===== src/rtl/assert_macros.svh =====
// ---------------------------------------------------------------------------
// Assertion macros
// Shared concurrent assertion forms; they expand to nothing under SYNTHESIS.
// ---------------------------------------------------------------------------
`ifndef ASSERT_MACROS_SVH
`define ASSERT_MACROS_SVH
`ifndef SYNTHESIS
`define CLPW_ASSERT(label, clk, rst, prop, msg) \
   label: assert property (@(posedge clk) disable iff (rst) prop) else $error(msg);
`define CLPW_NEVER(label, clk, rst, expr, msg) \
   label: assert property (@(posedge clk) disable iff (rst) !(expr)) else $error(msg);
`else
`define CLPW_ASSERT(label, clk, rst, prop, msg)
`define CLPW_NEVER(label, clk, rst, expr, msg)
`endif
`endif


===== src/rtl/clpw_pkg.sv =====
// ---------------------------------------------------------------------------
// clpw_pkg
// Types, codes, microcode fields and the Cyrillic translation for the writer.
// ---------------------------------------------------------------------------
`default_nettype none
package clpw_pkg;

   localparam int unsigned TICK_W   = 16;
   localparam int unsigned HIGH_W   = 18;
   localparam int unsigned STEP_W   = 3;
   localparam int unsigned BIT_W    = 3;
   localparam int unsigned CSR_IDX_W = 3;

   localparam logic [1:0] CMD_INSTR  = 2'd0;
   localparam logic [1:0] CMD_DATA   = 2'd1;
   localparam logic [1:0] CMD_CYR    = 2'd2;
   localparam logic [1:0] CMD_NIBBLE = 2'd3;

   localparam logic [CSR_IDX_W-1:0] CSR_SHORT_LOW  = 3'd0;
   localparam logic [CSR_IDX_W-1:0] CSR_LONG_LOW   = 3'd1;
   localparam logic [CSR_IDX_W-1:0] CSR_RECOVERY   = 3'd2;
   localparam logic [CSR_IDX_W-1:0] CSR_FRAME_GAP  = 3'd3;
   localparam logic [CSR_IDX_W-1:0] CSR_STROBE_GAP = 3'd4;

   localparam logic [TICK_W-1:0] SHORT_LOW_RESET  = 16'd1;
   localparam logic [TICK_W-1:0] LONG_LOW_RESET   = 16'd5;
   localparam logic [TICK_W-1:0] RECOVERY_RESET   = 16'd5;
   localparam logic [TICK_W-1:0] FRAME_GAP_RESET  = 16'd150;
   localparam logic [TICK_W-1:0] STROBE_GAP_RESET = 16'd50;

   localparam logic [STEP_W-1:0] STEP_HI_E     = 3'd0;
   localparam logic [STEP_W-1:0] STEP_HI_ED    = 3'd1;
   localparam logic [STEP_W-1:0] STEP_HI_D     = 3'd2;
   localparam logic [STEP_W-1:0] STEP_LO_E     = 3'd3;
   localparam logic [STEP_W-1:0] STEP_LO_ED    = 3'd4;
   localparam logic [STEP_W-1:0] STEP_LO_D     = 3'd5;

   localparam logic [BIT_W-1:0] BIT_LAST = 3'd7;

   typedef struct packed {
      logic [1:0] cmd;
      logic [7:0] value;
   } req_word_type;

   typedef struct packed {
      logic              bit_sent;
      logic [TICK_W-1:0] low_time;
      logic [HIGH_W-1:0] high_time;
      logic              last;
   } rsp_word_type;

   typedef struct packed {
      logic use_e;
      logic use_d;
      logic nib_hi;
      logic third;
      logic done;
   } ucode_word_type;

   typedef struct packed {
      logic                busy;
      logic [STEP_W-1:0]   step;
      logic [BIT_W-1:0]    bit_idx;
      ucode_word_type      ctl;
   } seq_status_type;

   localparam logic [7:0] CYR_UPPER [32] = '{
      8'h41, 8'hA0, 8'h42, 8'hA1, 8'hE0, 8'h45, 8'hA3, 8'h33,
      8'hA5, 8'hA6, 8'h4B, 8'hA7, 8'h4D, 8'h48, 8'h4F, 8'hA8,
      8'h50, 8'h43, 8'h54, 8'hA9, 8'hAA, 8'h58, 8'hE1, 8'hAB,
      8'hAC, 8'hE2, 8'hAD, 8'hAE, 8'h62, 8'hAF, 8'hB0, 8'hB1
   };
   localparam logic [7:0] CYR_LOWER [32] = '{
      8'h61, 8'hB2, 8'hB3, 8'hB4, 8'hE3, 8'h65, 8'hB6, 8'hB7,
      8'hB8, 8'hB9, 8'hBA, 8'hBB, 8'hBC, 8'hBD, 8'h6F, 8'hBE,
      8'h70, 8'h63, 8'hBF, 8'h79, 8'hE4, 8'h78, 8'hE5, 8'hC0,
      8'hC1, 8'hE6, 8'hC2, 8'hC3, 8'hC4, 8'hC5, 8'hC6, 8'hC7
   };

   function automatic logic [7:0] translate(input logic [7:0] c);
      logic [7:0] r;
      if (c[7:5] == 3'b111) begin
         r = CYR_LOWER[c[4:0]];
      end else if (c[7:5] == 3'b110) begin
         r = CYR_UPPER[c[4:0]];
      end else if (c == 8'hA8) begin
         r = 8'hA2;
      end else if (c == 8'hB8) begin
         r = 8'hB5;
      end else begin
         r = c;
      end
      return r;
   endfunction

endpackage
`default_nettype wire


===== src/rtl/clpw_ucode_rom.sv =====
// ---------------------------------------------------------------------------
// clpw_ucode_rom
// Control store: one control word for each frame of the write program.
// ---------------------------------------------------------------------------
`default_nettype none
module clpw_ucode_rom (
   input  wire logic [clpw_pkg::STEP_W-1:0] step,
   output clpw_pkg::ucode_word_type         ctl
);

   always_comb begin
      ctl = '0;
      case (step)
         clpw_pkg::STEP_HI_E:  ctl = '{use_e: 1'b1, use_d: 1'b0, nib_hi: 1'b1,
                                     third: 1'b0, done: 1'b0};
         clpw_pkg::STEP_HI_ED: ctl = '{use_e: 1'b1, use_d: 1'b1, nib_hi: 1'b1,
                                     third: 1'b0, done: 1'b0};
         clpw_pkg::STEP_HI_D:  ctl = '{use_e: 1'b0, use_d: 1'b1, nib_hi: 1'b1,
                                     third: 1'b1, done: 1'b0};
         clpw_pkg::STEP_LO_E:  ctl = '{use_e: 1'b1, use_d: 1'b0, nib_hi: 1'b0,
                                     third: 1'b0, done: 1'b0};
         clpw_pkg::STEP_LO_ED: ctl = '{use_e: 1'b1, use_d: 1'b1, nib_hi: 1'b0,
                                     third: 1'b0, done: 1'b0};
         clpw_pkg::STEP_LO_D:  ctl = '{use_e: 1'b0, use_d: 1'b1, nib_hi: 1'b0,
                                     third: 1'b1, done: 1'b1};
         default:              ctl = '{use_e: 1'b0, use_d: 1'b0, nib_hi: 1'b0,
                                     third: 1'b0, done: 1'b1};
      endcase
   end

endmodule
`default_nettype wire


===== src/rtl/clpw_sequencer.sv =====
// ---------------------------------------------------------------------------
// clpw_sequencer
// Step counter and bit counter that walk the control store, eight pulses a step.
// ---------------------------------------------------------------------------
`default_nettype none
module clpw_sequencer (
   input  wire logic                        clock,
   input  wire logic                        reset,
   input  wire logic                        start,
   input  wire logic [clpw_pkg::STEP_W-1:0] start_step,
   input  wire logic                        fire,
   output clpw_pkg::seq_status_type         status
);

   logic                        busy_ff, busy_in;
   logic [clpw_pkg::STEP_W-1:0] step_ff, step_in;
   logic [clpw_pkg::BIT_W-1:0]  bit_ff, bit_in;
   clpw_pkg::ucode_word_type    ctl;

   clpw_ucode_rom u_rom (
      .step (step_ff),
      .ctl  (ctl)
   );

   always_comb begin
      busy_in = busy_ff;
      step_in = step_ff;
      bit_in  = bit_ff;
      if (start) begin
         busy_in = 1'b1;
         step_in = start_step;
         bit_in  = '0;
      end else if (fire) begin
         bit_in = bit_ff + 1'b1;
         if (bit_ff == clpw_pkg::BIT_LAST) begin
            if (ctl.done) begin
               busy_in = 1'b0;
            end else begin
               step_in = step_ff + 1'b1;
            end
         end
      end
   end

   always_ff @(posedge clock) begin
      if (reset) begin
         busy_ff <= 1'b0;
         step_ff <= '0;
         bit_ff  <= '0;
      end else begin
         busy_ff <= busy_in;
         step_ff <= step_in;
         bit_ff  <= bit_in;
      end
   end

   assign status = '{busy: busy_ff, step: step_ff, bit_idx: bit_ff, ctl: ctl};

endmodule
`default_nettype wire


===== src/rtl/char_lcd_one_wire_pulse_writer.sv =====
// ---------------------------------------------------------------------------
// char_lcd_one_wire_pulse_writer
// Turns one LCD write into shift register frames sent as pulse-width bits.
// ---------------------------------------------------------------------------
//  Channel  Direction  Handshake           Word
//  req      in         req_valid/req_stall cmd, value
//  rsp      out        rsp_valid/rsp_stall bit_sent, low_time, high_time, last
//  csr      in         csr_we              csr_index, csr_wdata
//
// One pulse word leaves per cycle while a write is in progress and the result side
// does not stall. A byte write sends 48 pulses and a bare nibble 24; the input is
// stalled while the sequencer is busy with them.
// The next write is taken once the last pulse has entered the output register.
// Reset is synchronous and restores the timing registers to their defaults.
// A stall on the result side while a pulse word is waiting there holds the sequencer where it is.
// ---------------------------------------------------------------------------
`default_nettype none
`include "assert_macros.svh"
module char_lcd_one_wire_pulse_writer (
   input  wire logic                           clock,
   input  wire logic                           reset,
   input  wire logic                           req_valid,
   output      logic                           req_stall,
   input  wire clpw_pkg::req_word_type         req_word,
   output      logic                           rsp_valid,
   input  wire logic                           rsp_stall,
   output      clpw_pkg::rsp_word_type         rsp_word,
   input  wire logic                           csr_we,
   input  wire logic [clpw_pkg::CSR_IDX_W-1:0] csr_index,
   input  wire logic [clpw_pkg::TICK_W-1:0]    csr_wdata
);

   logic [clpw_pkg::TICK_W-1:0] short_low_ff, long_low_ff, recovery_ff;
   logic [clpw_pkg::TICK_W-1:0] frame_gap_ff, strobe_gap_ff;
   logic                        rs_ff, rs_in;
   logic [7:0]                  code_ff, code_in;
   logic                        rsp_valid_ff, rsp_valid_in;
   clpw_pkg::rsp_word_type      rsp_word_ff, rsp_word_in;

   logic                        start, fire;
   logic [clpw_pkg::STEP_W-1:0] start_step;
   clpw_pkg::seq_status_type    status;
   logic [3:0]                  nib;
   logic [7:0]                  frame;
   logic                        pulse_bit;
   logic [clpw_pkg::HIGH_W-1:0] gap;

   assign req_stall = status.busy;
   assign start     = req_valid && !status.busy;
   assign fire      = status.busy && (!rsp_valid_ff || !rsp_stall);
   assign start_step = (req_word.cmd == clpw_pkg::CMD_NIBBLE) ? clpw_pkg::STEP_LO_E
                                                              : clpw_pkg::STEP_HI_E;

   clpw_sequencer u_seq (
      .clock      (clock),
      .reset      (reset),
      .start      (start),
      .start_step (start_step),
      .fire       (fire),
      .status     (status)
   );

   always_ff @(posedge clock) begin
      if (reset) begin
         short_low_ff  <= clpw_pkg::SHORT_LOW_RESET;
         long_low_ff   <= clpw_pkg::LONG_LOW_RESET;
         recovery_ff   <= clpw_pkg::RECOVERY_RESET;
         frame_gap_ff  <= clpw_pkg::FRAME_GAP_RESET;
         strobe_gap_ff <= clpw_pkg::STROBE_GAP_RESET;
      end else if (csr_we) begin
         case (csr_index)
            clpw_pkg::CSR_SHORT_LOW:  short_low_ff  <= csr_wdata;
            clpw_pkg::CSR_LONG_LOW:   long_low_ff   <= csr_wdata;
            clpw_pkg::CSR_RECOVERY:   recovery_ff   <= csr_wdata;
            clpw_pkg::CSR_FRAME_GAP:  frame_gap_ff  <= csr_wdata;
            clpw_pkg::CSR_STROBE_GAP: strobe_gap_ff <= csr_wdata;
            default: ;
         endcase
      end
   end

   always_comb begin
      rs_in   = rs_ff;
      code_in = code_ff;
      if (start) begin
         case (req_word.cmd)
            clpw_pkg::CMD_INSTR: begin
               rs_in   = 1'b0;
               code_in = req_word.value;
            end
            clpw_pkg::CMD_DATA: begin
               rs_in   = 1'b1;
               code_in = req_word.value;
            end
            clpw_pkg::CMD_CYR: begin
               rs_in   = 1'b1;
               code_in = clpw_pkg::translate(req_word.value);
            end
            clpw_pkg::CMD_NIBBLE: begin
               code_in = {4'b0000, req_word.value[3:0]};
            end
            default: ;
         endcase
      end
   end

   assign nib       = status.ctl.nib_hi ? code_ff[7:4] : code_ff[3:0];
   assign frame     = {2'b00, rs_ff, status.ctl.use_e, (status.ctl.use_d ? nib : 4'b0000)};
   assign pulse_bit = frame[status.bit_idx];

   always_comb begin
      gap = '0;
      if (status.bit_idx == clpw_pkg::BIT_LAST) begin
         gap = {2'b00, frame_gap_ff} +
               (status.ctl.third ? {2'b00, strobe_gap_ff} : '0);
      end
      rsp_word_in.bit_sent  = pulse_bit;
      rsp_word_in.low_time  = pulse_bit ? short_low_ff : long_low_ff;
      rsp_word_in.high_time = {2'b00, recovery_ff} + gap;
      rsp_word_in.last      = status.ctl.done && (status.bit_idx == clpw_pkg::BIT_LAST);
   end

   always_comb begin
      rsp_valid_in = rsp_valid_ff;
      if (fire) begin
         rsp_valid_in = 1'b1;
      end else if (!rsp_stall) begin
         rsp_valid_in = 1'b0;
      end
   end

   always_ff @(posedge clock) begin
      if (reset) begin
         rs_ff        <= 1'b0;
         code_ff      <= '0;
         rsp_valid_ff <= 1'b0;
      end else begin
         rs_ff        <= rs_in;
         code_ff      <= code_in;
         rsp_valid_ff <= rsp_valid_in;
      end
   end

   always_ff @(posedge clock) begin
      if (fire) begin
         rsp_word_ff <= rsp_word_in;
      end
   end

   assign rsp_valid = rsp_valid_ff;
   assign rsp_word  = rsp_word_ff;

   `CLPW_ASSERT(a_last_ends_write, clock, reset, (fire && rsp_word_in.last) |=> !status.busy, "sequencer still busy after the last pulse")
   `CLPW_ASSERT(a_start_clears_bits, clock, reset, start |=> (status.busy && status.bit_idx == '0), "write did not start at the first bit")
   `CLPW_NEVER(a_step_in_program, clock, reset, status.busy && (status.step > clpw_pkg::STEP_LO_D), "step counter left the program")

endmodule
`default_nettype wire


===== config.mk =====
export PLATFORM = sky130hd
export DESIGN_NAME = char_lcd_one_wire_pulse_writer
export DESIGN_NICKNAME = d
export VERILOG_FILES = /design/src/rtl/clpw_pkg.sv /design/src/rtl/clpw_ucode_rom.sv /design/src/rtl/clpw_sequencer.sv /design/src/rtl/char_lcd_one_wire_pulse_writer.sv
export VERILOG_INCLUDE_DIRS = /design/src /design/src/rtl
export SDC_FILE = /design/constraint.sdc
export NUM_CORES = 1
export LEC_CHECK = 0
export BUFFER_PORTS_ARGS = -buffer_cell sky130_fd_sc_hd__clkbuf_2
export CAP_MARGIN = 0
export CORE_MARGIN = 5
export CORE_UTILIZATION = 45
export DETAILED_ROUTE_END_ITERATION = 8
export MAX_ROUTING_LAYER = met4
export SYNTH_ARGS = -nofsm -noshare
export SYNTH_HDL_FRONTEND = slang
export SYNTH_SLANG_ARGS = --single-unit

===== constraint.sdc =====
create_clock -name clock -period 13.1 [get_ports clock]
set_clock_uncertainty 0.05 [all_clocks]
set_input_delay 2.62 -clock clock [delete_from_list [all_inputs] [get_ports clock]]
set_output_delay 2.62 -clock clock [all_outputs]
set_load 0.01 [all_outputs]

==> run metrics, run 1 <==
Residual DRC 0; Tot GR Track Use 0.200; fraction of layout cells with a size suffix above 1 0.136; Post-CTS Setup Inserts 0; wire per inst 16.3 um; Crit Path Class flop to flop; die area 19800 um^2; Hold-fix buffers, CTS 0; Layout area overhead 13.8%; hold crit path type flop to flop; leakage power 3.50 nW; H-tree depth 4; placed cells 1156; Ports 72; clock latency on the worst-skew pair 0.42 ns; CP arrival 4.97 ns; Crit. Startpoint u_seq.step_ff[0]; Synth Cell Area 7680 um^2; initial antenna violation count 0; CP startpoint kind flop; Tot Pwr 1.03 mW; xor/xnor share of the synthesized area 0.0217; Synth Area per Inst 8.43 um^2; pwr/cell area 118 nW/um^2; FMAX 206 MHz; Hold Startpoint strobe_gap_ff[3]; final hold vios 0; period utilization 0.370; Final GP Congestion 0.877; CP max FO 16; setup ws final 8.25 ns; synthesized flop and latch total 133; Synth Instances 911; nature of the critical path endpoint flop; FILL cells 1571; Reg clk slew, reported paths 0.06 ns; die height 141 um; EDFF count, synth 36; worst-margin pin slew 1.12 ns; core region area 16600 um^2; # diodes 0; maxcap violations 0; Worst Hold Depth 2; Req. time, crit path 13.22 ns; unrepaired setup endpoints after global routing false; asr flop ratio synth 0; Initial DRC Count 483; site row count 47; Setup WS pre-CTS 8.23 ns; hpwl dp 13700 um; DRT Wirelength 19300 um; largest net degree at the start of global routing 95; simple-gate share of the synthesized area 0.224; post-synthesis mux area share 0.0482; Starting Density 0.461; vias in the first global route 5860; die outline width 141 um; min Tclk post-route 4.85 ns; status finished clean; first-pass GRT wire length 31100 um; CTS tree done; via count 6443; clock buffer count from CTS 17; Worst R2R Start u_seq.step_ff[0]; drt pass-1 iters 5; final core occ 0.525; Peak VDD IR 0.0914 mV; grt ovf 0; CTS max path bufs 2; largest family of logic cells by synthesized area simple AND/OR/NAND/NOR gates; dominant synthesized flop cell dfxtp_1; Yosys warning count 0; sequential-to-total area share from yosys stat 0.394; final setup fails 0; Adder-Cell Fraction of Synth Area 0.0835; Post-Layout Cell Count 1188; vias per cell 5.42; R2R depth 22; post-synthesis compound-gate area fraction 0.190; Num Clock Sinks 133; fin. max-slew vios 0; max_slew headroom 0.255; Routed Antenna Nets 0; Clock Tree Root clkbuf_16; post_cts resized 0; Post-Synthesis Net Count 995; IO buf count 71; Netlist cell types 74; setup TNS 0 ns; Net count, final 1039
-- synthesized netlist by cell type, drive strengths merged, types with 16 or more instances --
master | n | share of area
nand2 | 190 | 0.093
a21oi | 107 | 0.070
dfxtp | 97 | 0.25
nor2 | 59 | 0.029
ha | 48 | 0.078
clkbuf | 42 | 0.021
edfxtp | 36 | 0.14
o21ai | 33 | 0.022
nor2b | 28 | 0.023
inv | 24 | 0.012
a211oi | 23 | 0.022
nor3 | 19 | 0.013
mux2 | 16 | 0.028
nand2b | 16 | 0.013
-- report_power, final --
group | switching [mW] | internal (mW)
sequential | 0.00737 | 0.438
combinational | 0.0687 | 0.0396
clock | 0.181 | 0.296
total | 0.257 | 0.774
-- layout make-up --
type | count | area, um^2 | area share
Inverter | 25 | 93.8 | 0.0107
Timing Repair Buffer | 75 | 385 | 0.0441
Tap cell | 220 | 275 | 0.0315
Multi-Input combinational cell | 703 | 4360 | 0.499
Sequential cell | 133 | 3020 | 0.346
Clock buffer | 24 | 514 | 0.0588
Clock inverter | 8 | 83.8 | 0.00959
-- logic make-up after synthesis --
group / count (synthesis)
buf+inv: 75
simple gates: 375
fa+ha+maj: 50
flops: 133
xor+xnor: 19
compound gates: 231
mux: 28
-- through the flow --
stage,hold slack (ns),area [um^2]
floorplan,0.379,7680
global placement,0.388,8140
detailed placement,0.392,8140
CTS,0.400,8740
global route,0.418,8740
finish,0.400,8740
-- state kept, by name, indices dropped and copies added, names as in the netlist, 3 cells and up --
signal         count
rsp_word          36
u_seq.step_ff      3
frame_gap_ff      16
short_low_ff      16
code_ff            8
u_seq.bit_ff       3
recovery_ff       16
long_low_ff       16
strobe_gap_ff     16
-- path summary, 6_finish.rpt --
| path | endpoint | slack [ns] |
|---|---|---|
| setup / recovery | rsp_word[15] | 8.25 |
| hold / removal | strobe_gap_ff[3] | 0.40 |
| setup reg to reg | rsp_word[15] | 8.25 |
| hold reg to reg | strobe_gap_ff[3] | 0.40 |
-- metal layers --
| metal | GRT usage | up-vias | part of all wire |
|---|---|---|---|
| met5 | - | - | 0 |
| met4 | 0.0729 | 0 | 0.021 |
| met3 | 0.0352 | 30 | 0.057 |
| met2 | 0.311 | 175 | 0.46 |
| met1 | 0.262 | 2935 | 0.46 |
| li1 | - | 3303 | - |
-- cell usage in the layout (no fill, tap or decap), types with 5 or more instances in the layout --
cell type and instances:
a211oi_1 23, a21o_1 8, a21oi_1 107, a31oi_1 6, and2_1 6, and3_1 7, clkbuf_16 19, clkbuf_2 71
dfxtp_1 97, edfxtp_1 36, ha_1 48, inv_1 24, mux2_2 7, mux2_4 9, mux2i_1 9, nand2_1 190
nand2b_1 16, nand3_1 15, nand3b_1 15, nor2_1 58, nor2b_1 28, nor3_1 18, o21ai_0 31, o221ai_1 5
or3_1 5, xnor2_1 12, xor2_1 7
-- critical path, cell delays in order, from the launching register on --
cell and delay, ns:
dfxtp_1 0.42, inv_1 0.09, ha_1 0.23, nor2b_1 0.15, a21oi_1 0.13, buf_4 0.23
nor2b_1 0.07, ha_1 0.21, inv_1 0.07, fa_1 0.19, nand2b_1 0.12, a21oi_1 0.09
or3_1 0.34, a21o_1 0.19, a21oi_1 0.17, mux2i_1 0.24, ha_1 0.31, a21o_1 0.21
or3_1 0.32, o311ai_1 0.30, a21boi_0 0.23, mux2i_1 0.18, nand2_1 0.06
Note: power is estimated with default switching activity, not from simulation.
==> inputs of run 2 (changes only) <==
==> constraint.sdc (replaced) <==
create_clock -name clock -period 4.7 [get_ports clock]
set_clock_uncertainty 0.05 [all_clocks]
set_input_delay 0.94 -clock clock [delete_from_list [all_inputs] [get_ports clock]]
set_output_delay 0.94 -clock clock [all_outputs]
set_load 0.01 [all_outputs]
==> run 2 against run 1 <==
Against the previous run:
- via count grew 1.3%
- largest cell class unchanged
- critical path depth unchanged
- sequential share of layout area down 0.49 points
- first-iteration DRC count shrank 30%
- combinational power rose to 2.9 times the previous value
- critical endpoint is now rsp_word[17]
- worst setup slack lost 8.0 ns
==> run metrics, run 2 (same netlist as run 1, synthesis figures left out) <==
vias in the first global route 6237; CTS max path bufs 2; Hold Worst Slack 0.403 ns; Req. time, crit path 4.81 ns; site row count 47; drt pass-1 iters 5; Starting Density 0.461; Hold-fix buffers, CTS 0; max_slew headroom 0.228; Post-CTS Setup Inserts 0; Initial DRC Count 336; via count 6524; most frequent cells in the layout 190 x nand2_1, 105 x a21oi_1, 96 x dfxtp_1, 71 x clkbuf_2, 58 x nor2_1; clock buffer count from CTS 17; H-tree depth 4; wire per inst 16.4 um; Net count, final 1048; period utilization 0.944; hold crit path type flop to flop; die area 19800 um^2; CP max stage delay 0.35 ns; CTS tree done; final core occ 0.533; IO buf count 71; setup ws final 0.264 ns; Clock Tree Root clkbuf_16; largest net degree at the start of global routing 40; Residual DRC 0; crit-path cells inv_1 -> ha_2 -> nor2b_1 -> a21oi_1 -> buf_4 -> nor2b_1 -> ha_1 -> inv_1 -> fa_1 -> nand2b_4 -> a21oi_2 -> or3_1 -> a21o_1 -> a21oi_2 -> mux2i_1 -> ha_1 -> a21o_1 -> or3_4 -> o311ai_4 -> nand2_1 -> a21boi_2 -> xor2_1; DRT Wirelength 19600 um; setup TNS 0 ns; Reg clk slew, reported paths 0.06 ns; grt ovf 0; CP arrival 4.54 ns; FMAX 225 MHz; buffer and inverter count on the worst path 3; maxcap violations 0; Peak VDD IR 0.275 mV; Post-Layout Cell Count 1197; nature of the critical path endpoint flop; CP max FO 6; # diodes 0; Num Clock Sinks 133; fraction of layout cells with a size suffix above 1 0.158; placed cells 1165; Placement Cell Area 8210 um^2; Ports 72; hpwl dp 14000 um; die height 141 um; Setup WS pre-CTS 0.143 ns; Tot Pwr 2.91 mW; first-pass GRT wire length 32300 um; final instance area 8870 um^2; min Tclk post-route 4.44 ns; final setup fails 0; worst-margin pin slew 1.16 ns; vias per cell 5.45; core region area 16600 um^2; Routed Antenna Nets 0; leakage power 3.56 nW; clock latency on the worst-skew pair 0.42 ns; max FFs per register 36; pwr/cell area 328 nW/um^2; CP startpoint kind flop; commonest non-fill, non-tap cell in the layout nand2_1; status finished clean; Layout area overhead 15.5%; final hold vios 0; Slowest cell on crit path or3_4; initial antenna violation count 0; Final GP Congestion 0.917; Tot GR Track Use 0.207; fin. max-slew vios 0; die outline width 141 um; FILL cells 1585; Crit Path Class flop to flop; delay-heaviest family, CP compound AO/OA/AOI/OAI gates
-- run 2: layout make-up --
cell class / count / area [um^2] / area share
tap: 220 / 275 / 0.0310
clock buffer: 18 / 439 / 0.0495
inverter: 25 / 93.8 / 0.0106
timing repair buffer: 84 / 457 / 0.0515
multi-input combinational: 703 / 4420 / 0.498
sequential: 133 / 3020 / 0.341
clock inverter: 14 / 163 / 0.0183
-- run 2: routing by layer --
| layer | up-vias | GRT usage | part of all wire |
|---|---|---|---|
| met5 | - | - | 0 |
| met4 | 0 | 0.0571 | 0.015 |
| met2 | 146 | 0.327 | 0.48 |
| li1 | 3332 | - | - |
| met1 | 3025 | 0.273 | 0.47 |
| met3 | 21 | 0.0413 | 0.043 |
-- run 2: worst paths after layout --
path,start,to,slack [ns],depth (start not counted)
worst max-delay path,u_seq.step_ff[0],rsp_word[17],0.26,22
worst min-delay path,long_low_ff[12],long_low_ff[12],0.40,2
worst max register to register,u_seq.step_ff[0],rsp_word[17],0.26,22
worst min register to register,long_low_ff[12],long_low_ff[12],0.40,2
-- run 2: worst reg2reg max path, delay by kind of cell (launching register included) --
| family | cells | cell delay [ns] |
|---|---|---|
| DFF | 1 | 0.32 |
| and+or+nand+nor | 6 | 1.16 |
| muxes | 1 | 0.22 |
| adders and majority gates | 4 | 0.86 |
| buffers and inverters | 3 | 0.30 |
| AOI/OAI and AO/OA | 7 | 1.19 |
| xor gates and xnor gates | 1 | 0.07 |
-- run 2: where the power goes --
group / switching [mW] / internal (mW) / total, mW
Clock: 0.547 / 0.812 / 1.36
Sequential: 0.0205 / 1.22 / 1.24
Combinational: 0.193 / 0.115 / 0.308
Total: 0.761 / 2.15 / 2.91
-- run 2: timing repair --
action,4_1_cts,5_1_grt
resized for setup,0,14
endpoints found under the hold margin,0,0
setup endpoints to repair,0,5
